**config.mk**
```make
export PLATFORM = sky130hd
export DESIGN_NAME = garch_variance_filter_flat
export DESIGN_NICKNAME = d
export VERILOG_FILES = /design/src/rtl/gvf_pkg.sv /design/src/rtl/gvf_chan_if.sv /design/src/rtl/gvf_mac.sv /design/src/rtl/gvf_div.sv /design/src/rtl/garch_variance_filter.sv /design/src/flat_wrapper.sv
export SDC_FILE = /design/constraint.sdc
export NUM_CORES = 2
export LEC_CHECK = 0
export ABC_AREA = 1
export BUFFER_PORTS_ARGS = -buffer_cell sky130_fd_sc_hd__buf_2
export CAP_MARGIN = 20
export CELL_PAD_IN_SITES_DETAIL_PLACEMENT = 0
export CELL_PAD_IN_SITES_GLOBAL_PLACEMENT = 1
export CORE_AREA = 3 3 453 455
export DETAILED_ROUTE_END_ITERATION = 6
export DIE_AREA = 0 0 456 458
export GPL_TIMING_DRIVEN = 0
export PLACE_DENSITY_LB_ADDON = 0.15
export SLEW_MARGIN = 20
export SYNTH_ARGS = -nofsm -noshare
export SYNTH_HDL_FRONTEND = slang
export SYNTH_SLANG_ARGS = --single-unit
```
**constraint.sdc**
```tcl
create_clock -name clk -period 25.4 [get_ports clk]
set_input_delay 2.54 -clock clk [delete_from_list [all_inputs] [get_ports clk]]
set_output_delay 2.54 -clock clk [all_outputs]
set_load 0.05 [all_outputs]
```
**src/rtl/gvf_pkg.sv**
```systemverilog
// shared types, widths and codes of the garch variance filter
package gvf_pkg;

  localparam int RES_W      = 32;
  localparam int VAR_W      = 48;
  localparam int COEF_W     = 16;
  localparam int SQ_W       = 64;
  localparam int ACC_W      = 64;
  localparam int HALF_W     = 16;
  localparam int NUM_COEFFS = 3;
  localparam int CFG_IDX_W  = 3;
  localparam int CFG_DATA_W = 48;
  localparam int POS_W      = 2;
  localparam int SUM_W      = 19;
  localparam int DEN_W      = 17;
  localparam int DIV_NUM_W  = 64;
  localparam int FRAC_W     = 16;

  localparam int DEF_MAX_ARCH_LAGS  = 3;
  localparam int DEF_MAX_GARCH_LAGS = 3;

  localparam logic [VAR_W-1:0] VAR_MAX = '1;
  localparam logic [SUM_W-1:0] ONE_Q16 = SUM_W'(65536);
  localparam logic [POS_W-1:0] POS_MAX = '1;
  localparam logic [POS_W-1:0] LAG_ORDER_RST = POS_W'(1);

  typedef enum logic [CFG_IDX_W-1:0] {
    REG_OMEGA,
    REG_ARCH_1,
    REG_ARCH_2,
    REG_ARCH_3,
    REG_GARCH_1,
    REG_GARCH_2,
    REG_GARCH_3,
    REG_LAG_ORDER
  } cfg_reg_t;

  typedef enum logic [1:0] {
    SH_R0,
    SH_R16,
    SH_R32,
    SH_L16
  } shift_op_t;

  typedef struct packed {
    logic signed [RES_W-1:0] residual;
    logic [VAR_W-1:0]        initial_variance;
    logic                    has_initial;
    logic                    series_start;
  } in_item_t;

  typedef struct packed {
    logic [VAR_W-1:0] variance;
    logic             nonstationary;
  } out_item_t;

  typedef struct packed {
    cfg_reg_t              index;
    logic [CFG_DATA_W-1:0] wdata;
  } cfg_item_t;

  typedef struct packed {
    logic             load;
    logic [ACC_W-1:0] init;
    logic             mul;
    logic [COEF_W-1:0] a;
    logic [VAR_W-1:0] b;
    shift_op_t        shift;
  } mac_cmd_t;

endpackage

```
**src/rtl/gvf_chan_if.sv**
```systemverilog
// valid/ready channel carrying one payload per transfer
interface gvf_chan_if #(
  parameter type T = logic
);
  logic valid;
  logic ready;
  T     data;

  modport source (output valid, output data, input ready);
  modport sink (input valid, input data, output ready);
endinterface

```
**src/rtl/gvf_mac.sv**
```systemverilog
// shared multiply-accumulate unit with registered product and shifted accumulate
module gvf_mac (
  input  logic                     clk,
  input  logic                     rst_n,
  input  gvf_pkg::mac_cmd_t        cmd,
  output logic [gvf_pkg::ACC_W-1:0] acc
);
  import gvf_pkg::*;

  logic [ACC_W-1:0] prod_r;
  shift_op_t        shift_r;
  logic             prod_vld_r;
  logic [ACC_W-1:0] acc_r;
  logic [ACC_W-1:0] term;

  always_comb begin
    case (shift_r)
      SH_R0:   term = prod_r;
      SH_R16:  term = prod_r >> 16;
      SH_R32:  term = prod_r >> 32;
      SH_L16:  term = prod_r << 16;
      default: term = prod_r;
    endcase
  end

  always_ff @(posedge clk) begin
    if (!rst_n) begin
      prod_vld_r <= 1'b0;
      acc_r      <= '0;
    end else begin
      prod_vld_r <= cmd.mul;
      if (cmd.load) begin
        acc_r <= cmd.init;
      end else if (prod_vld_r) begin
        acc_r <= acc_r + term;
      end
    end
    if (cmd.mul) begin
      prod_r  <= ACC_W'(cmd.a) * ACC_W'(cmd.b);
      shift_r <= cmd.shift;
    end
  end

  assign acc = acc_r;

endmodule

```
**src/rtl/gvf_div.sv**
```systemverilog
// restoring divider, one quotient bit per cycle
module gvf_div #(
  parameter int NUM_W = gvf_pkg::DIV_NUM_W,
  parameter int DEN_W = gvf_pkg::DEN_W
) (
  input  logic             clk,
  input  logic             rst_n,
  input  logic             start,
  input  logic [NUM_W-1:0] num,
  input  logic [DEN_W-1:0] den,
  output logic             done,
  output logic [NUM_W-1:0] quot
);
  import gvf_pkg::*;

  localparam int CNT_W = $clog2(NUM_W + 1);

  logic [NUM_W-1:0] quo_r;
  logic [DEN_W-1:0] rem_r;
  logic [DEN_W-1:0] den_r;
  logic [CNT_W-1:0] cnt_r;
  logic             done_r;
  logic [DEN_W:0]   trial;
  logic [DEN_W:0]   diff;
  logic             fits;

  assign trial = {rem_r, quo_r[NUM_W-1]};
  assign fits  = trial >= {1'b0, den_r};
  assign diff  = trial - {1'b0, den_r};

  always_ff @(posedge clk) begin
    if (!rst_n) begin
      cnt_r  <= '0;
      done_r <= 1'b0;
    end else begin
      done_r <= 1'b0;
      if (start) begin
        cnt_r <= CNT_W'(NUM_W);
      end else if (cnt_r != '0) begin
        cnt_r <= cnt_r - 1'b1;
        if (cnt_r == CNT_W'(1)) begin
          done_r <= 1'b1;
        end
      end
    end
    if (start) begin
      quo_r <= num;
      rem_r <= '0;
      den_r <= den;
    end else if (cnt_r != '0) begin
      rem_r <= fits ? diff[DEN_W-1:0] : trial[DEN_W-1:0];
      quo_r <= {quo_r[NUM_W-2:0], fits};
    end
  end

  assign done = done_r;
  assign quot = quo_r;

endmodule

```
**src/rtl/garch_variance_filter.sv**
```systemverilog
// top level of the garch(p,q) conditional variance filter
// One residual goes in and one conditional variance comes out per transfer. An item that runs
// the recursion squares its residual, then multiplies the used ARCH and GARCH terms into the
// accumulator; warm-up and nonstationary items skip the recursion. The first item of a series
// with a coefficient sum below one also waits for the one-bit-per-cycle divider that forms the
// long-run variance over a 64-bit dividend. Input is accepted again from the cycle after the
// result is registered. All products, the residual square included, go one at a time through a
// single 16 x 48 multiplier followed by a 64-bit accumulator. Input is not taken while an item
// is in progress; a finished result waits in the output register so the next item can enter,
// and an item whose result finds that register still full holds until it drains.
// Configuration writes take effect at once and are meant for idle periods only.
module garch_variance_filter #(
  parameter int MAX_ARCH_LAGS  = gvf_pkg::DEF_MAX_ARCH_LAGS,
  parameter int MAX_GARCH_LAGS = gvf_pkg::DEF_MAX_GARCH_LAGS
) (
  input  logic       clk,
  input  logic       rst_n,
  gvf_chan_if.sink   in_chan,
  gvf_chan_if.source out_chan,
  gvf_chan_if.sink   cfg_chan
);
  import gvf_pkg::*;

  localparam int ARCH_USED  = (MAX_ARCH_LAGS < NUM_COEFFS) ? MAX_ARCH_LAGS : NUM_COEFFS;
  localparam int GARCH_USED = (MAX_GARCH_LAGS < NUM_COEFFS) ? MAX_GARCH_LAGS : NUM_COEFFS;
  localparam int NSTEPS     = 2 * ARCH_USED + GARCH_USED;
  localparam int STEP_W     = $clog2(NSTEPS);

  typedef enum logic [3:0] {
    S_IDLE,
    S_SQ_MUL,
    S_SQ_DRAIN,
    S_SQ_SAVE,
    S_DIV,
    S_DECIDE,
    S_REC_MUL,
    S_REC_DRAIN,
    S_REC_SAVE,
    S_DONE
  } state_t;

  state_t state_r;

  // configuration registers
  logic [VAR_W-1:0]  omega_r;
  logic [COEF_W-1:0] arch_c_r  [NUM_COEFFS];
  logic [COEF_W-1:0] garch_c_r [NUM_COEFFS];
  logic [POS_W-1:0]  lag_r;

  // history and series state
  logic [SQ_W-1:0]  sq_hist_r  [MAX_ARCH_LAGS];
  logic [VAR_W-1:0] var_hist_r [MAX_GARCH_LAGS];
  logic [POS_W-1:0] pos_r;
  logic [VAR_W-1:0] lrv_r;

  // item working registers
  logic [RES_W-1:0]  mag_r;
  logic [VAR_W-1:0]  init_r;
  logic              has_init_r;
  logic [SQ_W-1:0]   sq_r;
  logic [VAR_W-1:0]  var_r;
  logic [STEP_W-1:0] step_r;
  logic              out_valid_r;
  out_item_t         out_data_r;

  logic [COEF_W-1:0] arch_use  [NUM_COEFFS];
  logic [COEF_W-1:0] garch_use [NUM_COEFFS];
  logic [SUM_W-1:0]  coef_sum;
  logic              nonstat;
  logic [DEN_W-1:0]  den;
  logic [RES_W-1:0]  res_u;
  logic [RES_W-1:0]  mag;
  logic              in_fire;
  mac_cmd_t          mac_cmd;
  logic [ACC_W-1:0]  mac_acc;
  logic              div_start;
  logic              div_done;
  logic [DIV_NUM_W-1:0] div_quot;
  logic [VAR_W-1:0]  lrv_sat;

  // coefficients past lag_order or past the history depth count as zero
  always_comb begin
    coef_sum = '0;
    for (int k = 0; k < NUM_COEFFS; k++) begin
      arch_use[k]  = (k < ARCH_USED && {1'b0, lag_r} > 3'(k)) ? arch_c_r[k] : '0;
      garch_use[k] = (k < GARCH_USED && {1'b0, lag_r} > 3'(k)) ? garch_c_r[k] : '0;
      coef_sum = coef_sum + SUM_W'(arch_use[k]) + SUM_W'(garch_use[k]);
    end
  end

  assign nonstat = coef_sum >= ONE_Q16;
  assign den     = DEN_W'(ONE_Q16 - coef_sum);

  assign res_u   = in_chan.data.residual;
  assign mag     = res_u[RES_W-1] ? (~res_u + 1'b1) : res_u;
  assign in_fire = (state_r == S_IDLE) && in_chan.valid;

  assign lrv_sat = (div_quot[DIV_NUM_W-1:VAR_W] != '0) ? VAR_MAX : div_quot[VAR_W-1:0];

  always_comb begin
    mac_cmd       = '0;
    mac_cmd.shift = SH_R0;
    div_start     = (state_r == S_SQ_SAVE) && (pos_r == '0) && !nonstat;
    if (in_fire) begin
      mac_cmd.load = 1'b1;
    end
    if (state_r == S_DECIDE && !nonstat && !(pos_r < lag_r)) begin
      mac_cmd.load = 1'b1;
      mac_cmd.init = ACC_W'(omega_r);
    end
    if (state_r == S_SQ_MUL) begin
      mac_cmd.mul   = 1'b1;
      mac_cmd.a     = step_r[0] ? mag_r[RES_W-1:HALF_W] : mag_r[HALF_W-1:0];
      mac_cmd.b     = VAR_W'(mag_r);
      mac_cmd.shift = step_r[0] ? SH_L16 : SH_R0;
    end
    if (state_r == S_REC_MUL) begin
      mac_cmd.mul = 1'b1;
      for (int k = 0; k < ARCH_USED; k++) begin
        if (step_r == STEP_W'(2 * k)) begin
          mac_cmd.a     = arch_use[k];
          mac_cmd.b     = VAR_W'(sq_hist_r[k][SQ_W-1:SQ_W/2]);
          mac_cmd.shift = SH_R0;
        end
        if (step_r == STEP_W'(2 * k + 1)) begin
          mac_cmd.a     = arch_use[k];
          mac_cmd.b     = VAR_W'(sq_hist_r[k][SQ_W/2-1:0]);
          mac_cmd.shift = SH_R32;
        end
      end
      for (int k = 0; k < GARCH_USED; k++) begin
        if (step_r == STEP_W'(2 * ARCH_USED + k)) begin
          mac_cmd.a     = garch_use[k];
          mac_cmd.b     = var_hist_r[k];
          mac_cmd.shift = SH_R16;
        end
      end
    end
  end

  gvf_mac u_mac (
    .clk   (clk),
    .rst_n (rst_n),
    .cmd   (mac_cmd),
    .acc   (mac_acc)
  );

  gvf_div #(
    .NUM_W (DIV_NUM_W),
    .DEN_W (DEN_W)
  ) u_div (
    .clk   (clk),
    .rst_n (rst_n),
    .start (div_start),
    .num   ({omega_r, {FRAC_W{1'b0}}}),
    .den   (den),
    .done  (div_done),
    .quot  (div_quot)
  );

  always_ff @(posedge clk) begin
    if (!rst_n) begin
      state_r     <= S_IDLE;
      out_valid_r <= 1'b0;
      omega_r     <= '0;
      lag_r       <= LAG_ORDER_RST;
      pos_r       <= '0;
      lrv_r       <= '0;
      step_r      <= '0;
      for (int k = 0; k < NUM_COEFFS; k++) begin
        arch_c_r[k]  <= '0;
        garch_c_r[k] <= '0;
      end
      for (int k = 0; k < MAX_ARCH_LAGS; k++) begin
        sq_hist_r[k] <= '0;
      end
      for (int k = 0; k < MAX_GARCH_LAGS; k++) begin
        var_hist_r[k] <= '0;
      end
    end else begin
      if (cfg_chan.valid) begin
        unique case (cfg_chan.data.index)
          REG_OMEGA:     omega_r      <= cfg_chan.data.wdata[VAR_W-1:0];
          REG_ARCH_1:    arch_c_r[0]  <= cfg_chan.data.wdata[COEF_W-1:0];
          REG_ARCH_2:    arch_c_r[1]  <= cfg_chan.data.wdata[COEF_W-1:0];
          REG_ARCH_3:    arch_c_r[2]  <= cfg_chan.data.wdata[COEF_W-1:0];
          REG_GARCH_1:   garch_c_r[0] <= cfg_chan.data.wdata[COEF_W-1:0];
          REG_GARCH_2:   garch_c_r[1] <= cfg_chan.data.wdata[COEF_W-1:0];
          REG_GARCH_3:   garch_c_r[2] <= cfg_chan.data.wdata[COEF_W-1:0];
          REG_LAG_ORDER: lag_r        <= cfg_chan.data.wdata[POS_W-1:0];
        endcase
      end

      if (out_valid_r && out_chan.ready && state_r != S_DONE) begin
        out_valid_r <= 1'b0;
      end

      unique case (state_r)
        S_IDLE: begin
          if (in_chan.valid) begin
            mag_r      <= mag;
            init_r     <= in_chan.data.initial_variance;
            has_init_r <= in_chan.data.has_initial;
            step_r     <= '0;
            if (in_chan.data.series_start) begin
              pos_r <= '0;
              for (int k = 0; k < MAX_ARCH_LAGS; k++) begin
                sq_hist_r[k] <= '0;
              end
              for (int k = 0; k < MAX_GARCH_LAGS; k++) begin
                var_hist_r[k] <= '0;
              end
            end
            state_r <= S_SQ_MUL;
          end
        end
        S_SQ_MUL: begin
          step_r <= step_r + 1'b1;
          if (step_r[0]) begin
            state_r <= S_SQ_DRAIN;
          end
        end
        S_SQ_DRAIN: begin
          state_r <= S_SQ_SAVE;
        end
        S_SQ_SAVE: begin
          sq_r <= mac_acc;
          if (pos_r == '0 && !nonstat) begin
            state_r <= S_DIV;
          end else begin
            if (pos_r == '0) begin
              lrv_r <= '0;
            end
            state_r <= S_DECIDE;
          end
        end
        S_DIV: begin
          if (div_done) begin
            lrv_r   <= lrv_sat;
            state_r <= S_DECIDE;
          end
        end
        S_DECIDE: begin
          step_r <= '0;
          if (nonstat) begin
            var_r   <= '0;
            state_r <= S_DONE;
          end else if (pos_r < lag_r) begin
            var_r   <= has_init_r ? init_r : lrv_r;
            state_r <= S_DONE;
          end else begin
            state_r <= S_REC_MUL;
          end
        end
        S_REC_MUL: begin
          step_r <= step_r + 1'b1;
          if (step_r == STEP_W'(NSTEPS - 1)) begin
            state_r <= S_REC_DRAIN;
          end
        end
        S_REC_DRAIN: begin
          state_r <= S_REC_SAVE;
        end
        S_REC_SAVE: begin
          var_r   <= (mac_acc[ACC_W-1:VAR_W] != '0) ? VAR_MAX : mac_acc[VAR_W-1:0];
          state_r <= S_DONE;
        end
        S_DONE: begin
          if (!out_valid_r || out_chan.ready) begin
            out_valid_r              <= 1'b1;
            out_data_r.variance      <= var_r;
            out_data_r.nonstationary <= nonstat;
            sq_hist_r[0]             <= sq_r;
            var_hist_r[0]            <= var_r;
            for (int k = 1; k < MAX_ARCH_LAGS; k++) begin
              sq_hist_r[k] <= sq_hist_r[k-1];
            end
            for (int k = 1; k < MAX_GARCH_LAGS; k++) begin
              var_hist_r[k] <= var_hist_r[k-1];
            end
            if (pos_r != POS_MAX) begin
              pos_r <= pos_r + 1'b1;
            end
            state_r <= S_IDLE;
          end
        end
      endcase
    end
  end

  assign in_chan.ready  = (state_r == S_IDLE);
  assign out_chan.valid = out_valid_r;
  assign out_chan.data  = out_data_r;
  assign cfg_chan.ready = 1'b1;

endmodule

```
**src/flat_wrapper.sv**
```systemverilog
// flat-port wrapper written by rule: the top's interface ports become plain ports
module garch_variance_filter_flat import gvf_pkg::*;
#(
  parameter int MAX_ARCH_LAGS  = gvf_pkg::DEF_MAX_ARCH_LAGS,
  parameter int MAX_GARCH_LAGS = gvf_pkg::DEF_MAX_GARCH_LAGS
)
  (clk, rst_n, in_chan_valid, in_chan_data, in_chan_ready, out_chan_valid, out_chan_data, out_chan_ready, cfg_chan_valid, cfg_chan_data, cfg_chan_ready);
  gvf_chan_if #(.T(in_item_t)) in_chan_i ();
  gvf_chan_if #(.T(out_item_t)) out_chan_i ();
  gvf_chan_if #(.T(cfg_item_t)) cfg_chan_i ();
  input  logic clk;
  input  logic rst_n;
  input wire logic [$bits(in_chan_i.valid)-1:0] in_chan_valid;
  input wire logic [$bits(in_chan_i.data)-1:0] in_chan_data;
  output wire logic [$bits(in_chan_i.ready)-1:0] in_chan_ready;
  output wire logic [$bits(out_chan_i.valid)-1:0] out_chan_valid;
  output wire logic [$bits(out_chan_i.data)-1:0] out_chan_data;
  input wire logic [$bits(out_chan_i.ready)-1:0] out_chan_ready;
  input wire logic [$bits(cfg_chan_i.valid)-1:0] cfg_chan_valid;
  input wire logic [$bits(cfg_chan_i.data)-1:0] cfg_chan_data;
  output wire logic [$bits(cfg_chan_i.ready)-1:0] cfg_chan_ready;
  assign in_chan_i.valid = in_chan_valid;
  assign in_chan_i.data = in_chan_data;
  assign in_chan_ready = in_chan_i.ready;
  assign out_chan_valid = out_chan_i.valid;
  assign out_chan_data = out_chan_i.data;
  assign out_chan_i.ready = out_chan_ready;
  assign cfg_chan_i.valid = cfg_chan_valid;
  assign cfg_chan_i.data = cfg_chan_data;
  assign cfg_chan_ready = cfg_chan_i.ready;
  garch_variance_filter #(.MAX_ARCH_LAGS(MAX_ARCH_LAGS), .MAX_GARCH_LAGS(MAX_GARCH_LAGS)) u_core (.clk(clk), .rst_n(rst_n), .in_chan(in_chan_i), .out_chan(out_chan_i), .cfg_chan(cfg_chan_i));
endmodule
```
==> key figures <==
Clock tree
  – Hold_buf cts: 0
  – Clock Latency Late Sink: 0.80 ns
  – Post-CTS Resized: 0
  – CTS sink count: 1020
  – CTS Root Cell: clkbuf_16
  – Clock-pin transition on the worst setup and hold timing paths: 0.07 ns
  – CTS buffer count: 115
  – Buffers inserted by post-CTS timing repair: 0
  – # H-tree levels: 3
  – Max Root-Sink Buffers: 3
  – TritonCTS clock tree: yes

Place
  – Final HPWL DP: 297 mm
  – Port Buffers: 187
  – Area after DPL: 85600 um^2
  – Pre-CTS WS: 15.54 ns
  – Routability cong.: 0.999

Synthesis
  – Cell taking the most area after synthesis: edfxtp_1
  – Sequential-to-total area share from yosys stat: 35.4%
  – Mean area per synthesized cell: 8.20 um^2
  – Primary FF master, synth: edfxtp_1
  – Ys Warns: 0
  – Most frequent cell after synthesis: inv_1
  – Yosys reg bits: 1020
  – Syn nets: 10908
  – Post-synthesis instance area: 80500 um^2
  – Post-synth EDFFs: 805
  – Ys async rst share: 0%
  – Synth top area share: 30.0%
  – Netlist cell types: 64
  – Mapped Cells: 9812
  – Synth cell count leaders: inv_1 (1958), nand2_1 (1840), nor2_1 (1154)
  – Synth top area cells: edfxtp_1 (30%), fa_1 (17%), inv_1 (9.1%)

Setup path
  – CP endpoint kind: flip-flop
  – CP dominant cell by count: nand2_1
  – Worst Path Arrival: 10.68 ns
  – Worst endpoint required time: 25.89 ns
  – CP max stage cell: a21oi_1
  – Startpoint types: flip-flop
  – Crit Path Max Fanout: 10
  – Worst r2r path cells: 33
  – Worst path max stage delay: 0.64 ns
  – Setup CP Type: flip-flop to flip-flop

Pwr
  – Pleak: 41.5 nW
  – Pint: 4.54 mW
  – P_sw: 4.37 mW
  – Cell Pwr Density: 99.3 nW/um^2
  – Peak supply drop: 0.0742 mV
  – Net Sw Frac: 49.0%
  – Sequential share of power: 27.8%
  – Clock power share: 20.6%
  – Comb power frac: 51.6%

Timing
  – Post-layout min period: 10.18 ns
  – Slew Limit Fails: 0
  – Achievable Freq: 98.2 MHz
  – Slew of the pin with the lowest slew margin: 1.25 ns
  – Relative slew slack: 16.4%
  – Worst setup margin: 15.22 ns
  – Final Setup Violations: 0
  – RSZ-0062 raised after global routing: no
  – Fin crit share: 40.1%
  – Setup Skew: 0.0829 ns
  – Final hold vios: 0
  – Hold WS: 0.447 ns
  – Setup_tns: 0 ns

Global route
  – Via count of the first global-routing pass: 68899
  – GRT Overall Usage: 33.5%
  – Largest net degree at the start of global routing: 49
  – Initial antenna violation count: 11
  – Overflow after GRT: 0
  – Global-route wire length before repair: 500 mm

Detailed routing
  – Routed WL: 354 mm
  – Drc violations: 0
  – Vias per cell: 5.41
  – TritonRoute pass-1 iters: 6
  – Via count: 70129
  – Initial DRC count: 7884
  – Routed Antenna Nets: 0
  – Routed WL per cell: 27.3 um

Floorplan
  – Chip Height: 458 um
  – Initial Util: 39.9%
  – Area of the core: 202000 um^2
  – Die span in x: 456 um
  – # rows: 165
  – Die area: 209000 um^2
  – IO Pins: 190

Cells and area
  – Final #Nets: 11281
  – Share of cells above drive strength 1: 7.64%
  – Final instance area: 89700 um^2
  – Layout fillers: 20349
  – Post-layout util: 44.5%
  – Area delta synth->final: 11.5%

Run
  – Max-Cap Viols: 0

Hold path
  – Min-Delay Path Depth: 0
  – Hold/Removal Path Class: flip-flop to flip-flop

Status
  – Status: finished clean
## cells by family after synthesis
kind of cell	count (synthesis)	synth area share, %
AOI/OAI and AO/OA	1343	9.45
xor gates and xnor gates	145	1.58
adders and majority gates	958	21.4
buffers and inverters	2432	11.8
DFF	1020	35.4
muxes	48	0.597
other	1	0.00466
and+or+nand+nor	3865	19.8
## final timing paths
| kind | startpoint | endpoint | slack [ns] |
|---|---|---|---|
| worst min-delay path | u_core.var_r[22]$_DFFE_PP_ | u_core.out_chan.data[23]$_DFFE_PP_ | 0.45 |
| worst max register to register | u_core.step_r[0]$_SDFFE_PN0P_ | u_core.u_mac.prod_r[54]$_DFFE_PP_ | 15.22 |
| worst max-delay path | u_core.step_r[0]$_SDFFE_PN0P_ | u_core.u_mac.prod_r[54]$_DFFE_PP_ | 15.22 |
| worst min register to register | u_core.var_r[22]$_DFFE_PP_ | u_core.out_chan.data[23]$_DFFE_PP_ | 0.45 |
## layer usage
metal  vias up  share of wire, %  GRT usage, %  wire [um]
li1      31819                 -             -          -
met2      3149                44          51.9     156000
met1     34594                42          45.5     150000
met3       563               8.8          7.08      31300
met5         -            0.0096             0         34
met4         4               4.8          13.9      17000
## cell usage in the layout, fill, tap and decap left out, types with 34 or more instances in the layout
master	count
inv_1	1957
nand2_1	1839
nor2_1	1151
edfxtp_1	805
fa_1	693
nand3_1	584
o21ai_0	505
a21oi_1	503
buf_2	331
ha_1	265
clkbuf_1	215
dfxtp_1	215
clkbuf_16	115
nand4_1	107
xor2_1	96
buf_4	86
nor3_1	71
o31ai_1	53
a221oi_1	51
xnor2_1	48
mux2i_1	48
a31oi_1	36
o211ai_1	36
inv_2	34
buf_1	34
## layout make-up
| type | instances | area (um^2) | area share [%] |
|---|---|---|---|
| clock buffers | 135 | 3020 | 3.37 |
| multi-input cells | 6360 | 42600 | 47.5 |
| well taps | 2672 | 3340 | 3.73 |
| repair buffers | 256 | 1620 | 1.81 |
| diodes | 6 | 15.0 | 0.0167 |
| plain buffers | 430 | 2010 | 2.24 |
| inverters | 2002 | 7520 | 8.38 |
| clock inverters | 84 | 1130 | 1.26 |
| flip-flops and latches | 1020 | 28500 | 31.7 |
## registers in the layout, indices dropped and copies added (netlist names), 49 cells and up
signal and flops:
u_core.sq_r 64, u_core.sq_hist_r 192, u_core.u_mac.prod_r 64, u_core.out_chan.data 49, u_core.var_hist_r 144, u_core.u_div.quot 64, u_core.u_mac.acc 64
## metrics by stage
step / power, mW / cells
global placement: 7.03 / 12671
finish: 8.91 / 12965
global route: 9.36 / 12959
CTS: 8.82 / 12959
floorplan: 5.04 / 9812
detailed placement: 6.93 / 12740
## power by group through the flow
stage / clock [mW] / sequential, mW / combinational [mW]
final: 1.83 / 2.48 / 4.59
after CTS: 1.85 / 2.47 / 4.50
after global placement: 0 / 2.59 / 4.44
after global routing: 1.92 / 2.48 / 4.96
after detailed placement: 0 / 2.49 / 4.44
after floorplan: 0 / 2.36 / 2.68
## worst max-delay path, delay by kind of cell (launching register included)
kind,cells,cell delay [ns]
DFF,1,0.62
buffers and inverters,10,2.06
and+or+nand+nor,11,1.52
adders and majority gates,8,3.84
AOI/OAI and AO/OA,4,1.80
(Power assumes the default switching activity.)
